==> src/rtl/core/gb_pkg.sv <==
package gb_pkg;

   // store sizes
   localparam int GLYPH_BYTES     = 4096;
   localparam int FRAME_BYTES     = 1024;
   localparam int DESC_DEPTH      = 256;
   localparam int MAX_GLYPH_WIDTH = 32;
   localparam int MAX_ROWS        = 32;
   localparam int GLYPH_AW        = $clog2(GLYPH_BYTES);
   localparam int FRAME_AW        = $clog2(FRAME_BYTES);
   localparam int DESC_AW         = $clog2(DESC_DEPTH);
   localparam int DESC_W          = 18;
   // frame address arithmetic before the bound check
   localparam int FCALC_W         = 14;
   localparam int GCALC_W         = GLYPH_AW + 1;

   localparam logic [7:0] SPACE_CODE = 8'd32;

   // commands
   localparam logic [2:0] CMD_CLEAR = 3'd0;
   localparam logic [2:0] CMD_GLYPH = 3'd1;
   localparam logic [2:0] CMD_DESC  = 3'd2;
   localparam logic [2:0] CMD_DRAW  = 3'd3;
   localparam logic [2:0] CMD_READ  = 3'd4;

   // register indexes
   localparam logic [2:0] REG_FIRST_CHAR   = 3'd0;
   localparam logic [2:0] REG_LAST_CHAR    = 3'd1;
   localparam logic [2:0] REG_GLYPH_HEIGHT = 3'd2;
   localparam logic [2:0] REG_CHAR_GAP     = 3'd3;
   localparam logic [2:0] REG_LAYOUT       = 3'd4;
   localparam logic [2:0] REG_LINE_STRIDE  = 3'd5;

   typedef struct packed {
      logic [7:0] first_char;
      logic [7:0] last_char;
      logic [5:0] glyph_height;
      logic [3:0] char_gap;
      logic       layout;
      logic [7:0] line_stride;
   } cfg_type;

   typedef enum logic [3:0] {
      S_IDLE,
      S_CLR,
      S_LOAD,
      S_RD,
      S_RDW,
      S_DESC,
      S_DSET,
      S_GRD,
      S_GWT,
      S_FRD,
      S_FWR,
      S_CUR,
      S_DONE
   } state_type;

endpackage

==> src/rtl/core/gb_ifs.sv <==


interface gb_csr_if;
   logic       valid;
   logic       ready;
   logic [2:0] index;
   logic [7:0] data;
   modport source (output valid, index, data, input ready);
   modport sink (input valid, index, data, output ready);
endinterface

==> src/rtl/core/gb_csr.sv <==
module gb_csr (
   input  logic            clock,
   input  logic            reset,
   gb_csr_if.sink          csr_bus,
   output gb_pkg::cfg_type cfg
);

   gb_pkg::cfg_type cfg_ff;

   assign csr_bus.ready = 1'b1;
   assign cfg = cfg_ff;

   // register writes
   always_ff @(posedge clock) begin
      if (reset) begin
         cfg_ff.first_char   <= 8'd32;
         cfg_ff.last_char    <= 8'd126;
         cfg_ff.glyph_height <= 6'd8;
         cfg_ff.char_gap     <= 4'd1;
         cfg_ff.layout       <= 1'b0;
         cfg_ff.line_stride  <= 8'd16;
      end else if (csr_bus.valid) begin
         case (csr_bus.index)
            gb_pkg::REG_FIRST_CHAR:   cfg_ff.first_char   <= csr_bus.data;
            gb_pkg::REG_LAST_CHAR:    cfg_ff.last_char    <= csr_bus.data;
            gb_pkg::REG_GLYPH_HEIGHT: cfg_ff.glyph_height <= csr_bus.data[5:0];
            gb_pkg::REG_CHAR_GAP:     cfg_ff.char_gap     <= csr_bus.data[3:0];
            gb_pkg::REG_LAYOUT:       cfg_ff.layout       <= csr_bus.data[0];
            gb_pkg::REG_LINE_STRIDE:  cfg_ff.line_stride  <= csr_bus.data;
            default: ;
         endcase
      end
   end

endmodule

==> src/flat_wrapper.sv <==
// flat-port wrapper written by rule: the top's interface ports become plain ports
module gb_csr_flat 
  (clock, reset, cfg, csr_bus_valid, csr_bus_index, csr_bus_data, csr_bus_ready);
  gb_csr_if csr_bus_i ();
  input  logic clock;
  input  logic reset;
  output gb_pkg::cfg_type cfg;
  input wire logic [$bits(csr_bus_i.valid)-1:0] csr_bus_valid;
  input wire logic [$bits(csr_bus_i.index)-1:0] csr_bus_index;
  input wire logic [$bits(csr_bus_i.data)-1:0] csr_bus_data;
  output wire logic [$bits(csr_bus_i.ready)-1:0] csr_bus_ready;
  assign csr_bus_i.valid = csr_bus_valid;
  assign csr_bus_i.index = csr_bus_index;
  assign csr_bus_i.data = csr_bus_data;
  assign csr_bus_ready = csr_bus_i.ready;
  gb_csr u_core (.clock(clock), .reset(reset), .csr_bus(csr_bus_i), .cfg(cfg));
endmodule
==> config.mk <==
export PLATFORM = sky130hd
export DESIGN_NAME = gb_csr_flat
export DESIGN_NICKNAME = d
export VERILOG_FILES = /design/src/rtl/core/gb_pkg.sv /design/src/rtl/core/gb_ifs.sv /design/src/rtl/core/gb_csr.sv /design/src/flat_wrapper.sv
export SDC_FILE = /design/constraint.sdc
export NUM_CORES = 1
export LEC_CHECK = 0
export BUFFER_PORTS_ARGS = -buffer_cell sky130_fd_sc_hd__buf_2
export CAP_MARGIN = 30
export CORE_MARGIN = 1.5
export CORE_UTILIZATION = 40
export CTS_BUF_LIST = sky130_fd_sc_hd__clkbuf_4 sky130_fd_sc_hd__clkbuf_8 sky130_fd_sc_hd__clkbuf_16
export CTS_CLUSTER_DIAMETER = 50
export DETAILED_ROUTE_END_ITERATION = 16
export GPL_ROUTABILITY_DRIVEN = 0
export HOLD_SLACK_MARGIN = 0.02
export MAX_ROUTING_LAYER = met4
export PLACE_DENSITY = 0.65
export SYNTH_ARGS = -nofsm -noshare
export SYNTH_HDL_FRONTEND = slang
export SYNTH_SLANG_ARGS = --single-unit
==> constraint.sdc <==
create_clock -name clock -period 1.2 [get_ports clock]
set_clock_uncertainty 0.1 [all_clocks]
set_input_delay 0.12 -clock clock [delete_from_list [all_inputs] [get_ports clock]]
set_output_delay 0.12 -clock clock [all_outputs]
set_load 0.03 [all_outputs]
# Word-level counts from Yosys, hierarchy flattened
# Cells that the tools add are included.
[totals]
reg_bits = 35
inputBits = 14
out_inout_bits = 36
word_cells = 18
[op_classes]
n_eq_ne = 5
reduce_logical = 7
[op_table]
columns = ["cell", "n"]
rows = [
  ["$reduce_and A2 Y1", 6],
  ["$eq A3 B2 Y1 const B", 2],
  ["$eq A3 B3 Y1 const B", 2],
  ["$eq A3 B1 Y1 const B", 1],
  ["$logic_not A3 Y1", 1],
]

# Logic depth before layout (Yosys ltp)
[logic_depth]
depth_word = 2
ltp_mapped = 4
depth_no_buf = 2

# Least setup slack after synthesis
# OpenSTA, ideal clock, no wires.
[synth_timing]
kind = "input to register"
from = "input port csr_bus_index[0]"
to = "register u_core.cfg_ff, in the netlist u_core.cfg[27]"
setup_ps = 122
arrival_ps = 902
t_required_ps = 978
slack_ps = 75
stages = 3
path_buffers = 1
path_cell_list = "or4b_1 buf_4 mux2i_1"
[synth_between]
elab_chain_len = 2
[synth_rtl]
columns = ["element", "line", "text"]
rows = [
  ["start, declared", "flat_wrapper.sv:9", "input wire logic [$bits(csr_bus_i.index)-1:0] csr_bus_index;"],
  ["$logic_not A3 Y1", "gb_csr.sv:23", "case (csr_bus.index)"],
  ["$reduce_and A2 Y1 (no source line)", "n/a", ""],
  ["end, declared", "gb_csr.sv:8", "gb_pkg::cfg_type cfg_ff;"],
]
# Every way passes these cells.
# A chain may end at the register's enable or synchronous reset.

# Final worst setup path
[layout_timing]
from = "register u_core.cfg_ff, in the netlist u_core.cfg[24]"
to = "output port cfg[24] (netlist name)"
[layout_rtl]
columns = ["element", "line", "text"]
rows = [
  ["end, declared", "flat_wrapper.sv:7", "output gb_pkg::cfg_type cfg;"],
]
# No word-level cell between the ends.

==> impl_results.md <==
* Status: finished, final reports clean
* N_diodes at 0
* Internal reg-to-reg setup slack at 0.46 ns
* Startpoint Class: flop
* IO Count at 50
* CTS Sinks at 35
* Grt ovf at 0
* Final WL at 3160 um
* Fin util at ~58%
* Fin crit share at around 94%
* Commonest non-fill, non-tap cell in the layout: buf_2
* Post-DR vias/cell at 4.598
* Insertion delay to the later sink of the worst-skew pair at between 0.3 and 0.4 ns
* TritonCTS clock tree: built
* Hold Crit Depth at 4
* Synthesis-to-layout area growth at 36.36%
* Drt pass-1 iters at 4
* Max FFs per register at 35
* Die height at around 63 um
* FF-to-FF End: u_core.cfg[33]$_SDFFE_PP0P_
* Die W at between 60 and 70 um
* Synth top area share at between 40% and 50%
* Post_cts resized at 0
* RSZ-0062 raised after global routing: false
* Reg2Reg Depth at 2
* VDD IR max at approximately 930 uV
* Port Buffer Count at 48
* Crit path buffers/inverters at 1
* Placed inst area at about 0.0018 mm2
* Reg2reg start: u_core.cfg[33]$_SDFFE_PP0P_
* Buffer count from post-CTS setup fixing at 0
* Synthesized area at approximately 0.0014 mm2
* Worst path slowest cell: dfxtp_1
* Yosys warns at 0
* Critical path, cell by cell: buf_2
* Fmax achieved at 886.2 MHz
* P_leak at roughly 0.00095 uW
* MaxCap Viol Count at 0
* Post-layout min period at approximately 1.1 ns
* Largest fanout on the critical path at 2
* HPWL Detailed at around 2300 um
* Vias at between 1000 and 1500
* Fin nets at around 220
* Setup Crit Path Kind: reg2out
* Dpl cells at between 200 and 250
* Ranking of synthesized cells by area: dfxtp_1 (48%), mux2i_1 (24%), nand2b_1 (14%)
* Rows at 21
* CP Data Arrival Time at roughly 0.91 ns
* Final Hold Vio Count at 0
* CTS Buf Count at 5
* Drt wl/cell at roughly 13 um
* DP Worst Slack at -0.09958 ns
* Worst path max stage delay at about 0.37 ns
* Clk pin slew, worst setup/hold paths at roughly 0.11 ns
* CTS H-Tree Depth at 2
* Antenna violations before repair at 0
* Number of remaining DRC errors at 0
* Power per cell area at approximately 1200 mW/mm2
* Syn_nets at roughly 150
* Synthesized area per cell at approximately 10 um2
* PnR worst setup slack at 0.07157 ns
* Setup violations, final at 0
* Vias in the first global route at around 1100
* Slew Limit Fails at 0
* DRT antenna net count at 0
* First DRT Iteration DRCs at 34
* Worst Path Required at between 0.9 and 1 ns
* Core area at roughly 0.0034 mm2
* Starting Density at ~42%
* First-pass GRT wire length at just over 5000 um
* Largest area contributor in the netlist: dfxtp_1
* Most frequent cells in the layout: buf_2 (48), mux2i_1 (35), dfxtp_1 (35)
* Final instance area at about 0.0020 mm2
* Hold Path Origin: csr_bus_index[1]
* HP Class: in2reg
* Gate Count Post-Synth at between 100 and 150
* Sequential area share after synthesis at ~48%
* #FFs+latches synth at 35
* WHS Endpoint: u_core.cfg[8]$_SDFFE_PP0P_
* Finished Layout Cells at ~250
* Pin count of the biggest net entering global routing at 31
* Layout cells sized above 1 at roughly 34%
* Cell variety after synth at 14
* Root buffer cell: clkbuf_4
* Total track usage at 16.99%
* Top delay family on crit path: flip-flops
* Die area at about 0.0040 mm2
* Final Hold Slack at 0.1059 ns
* Clock Tree Buf Depth at 2
* Setup crit end kind: output pin
-- cell families (layout without fill, tap and decap cells) --
group | count (synthesis) | after routing | synth area share, %
simple gates | 58 | 58 | 24.01
other cells | 1 | 1 | 0.2588
mux | 35 | 35 | 24.18
buf+inv | 10 | 76 | 3.195
flops | 35 | 35 | 48.36
-- worst max-delay path by stage --
stage	end	cells after the start	slack, ns	from
after floorplan	u_core.cfg[27]$_SDFFE_PP0P_	3	0.08	csr_bus_index[0]
after global placement	u_core.cfg[27]$_SDFFE_PP0P_	4	-0.07	csr_bus_index[0]
after detailed placement	u_core.cfg[23]$_SDFFE_PP1P_	5	-0.1	csr_bus_index[1]
after global routing	cfg[27]	1	0.01	u_core.cfg[27]$_SDFFE_PP0P_
final	cfg[24]	1	0.07	u_core.cfg[24]$_SDFFE_PP1P_
after CTS	cfg[33]	1	0.05	u_core.cfg[33]$_SDFFE_PP0P_
-- what timing repair did --
| action | in CTS | in global routing |
|---|---|---|
| endpoints found under the hold margin | 22 | 0 |
| setup endpoints to repair | 0 | 0 |
| hold buffers | 8 | 0 |
-- area by class of cell --
class                           instances  area [um2]
Tap cell                               46       57.56
Fill cell                             313        1440
Timing Repair Buffer                   68       422.9
Multi-Input combinational cell         94       708.2
Clock inverter                          2       35.03
Sequential cell                        35       700.7
Clock buffer                            6       51.30
-- tightest hold or removal path, stage by stage --
cell	delay (ns)
buf_2	0.10
buf_4	0.12
nor4bb_1	0.06
mux2i_1	0.11
-- cell usage after synthesis --
cell       number
and4b_1         1
buf_2           1
buf_4           2
clkbuf_1        7
conb_1          1
dfxtp_1        35
mux2i_1        35
nand2b_1       33
nand4b_1        2
nand4bb_1       1
nor2_1         17
nor4b_1         1
nor4bb_1        2
or4b_1          1
-- power by group --
group / leakage [uW] / internal [uW] / switching, uW
sequential: 0.000284 / 1190 / 13.0
clock: 0.0000482 / 492 / 404
combinational: 0.000622 / 128 / 154
-- per-layer routing --
layer / vias to the layer above / part of all wire [%] / track usage (%)
met4: 0 / 0.60 / 4.076
met1: 535 / 47 / 21.75
met3: 2 / 4.2 / 5.893
met2: 26 / 49 / 25.93
li1: 591 / - / -
met5: - / 0 / -
-- metrics by stage --
stage / TNS, ns / power [uW]
after floorplan: 0 / 1385
after CTS: 0 / 2406
final: 0 / 2379
after detailed placement: -1.125 / 1490
after global placement: -0.7504 / 1484
after global routing: 0 / 2503
Note: power is estimated with default switching activity, not from simulation.
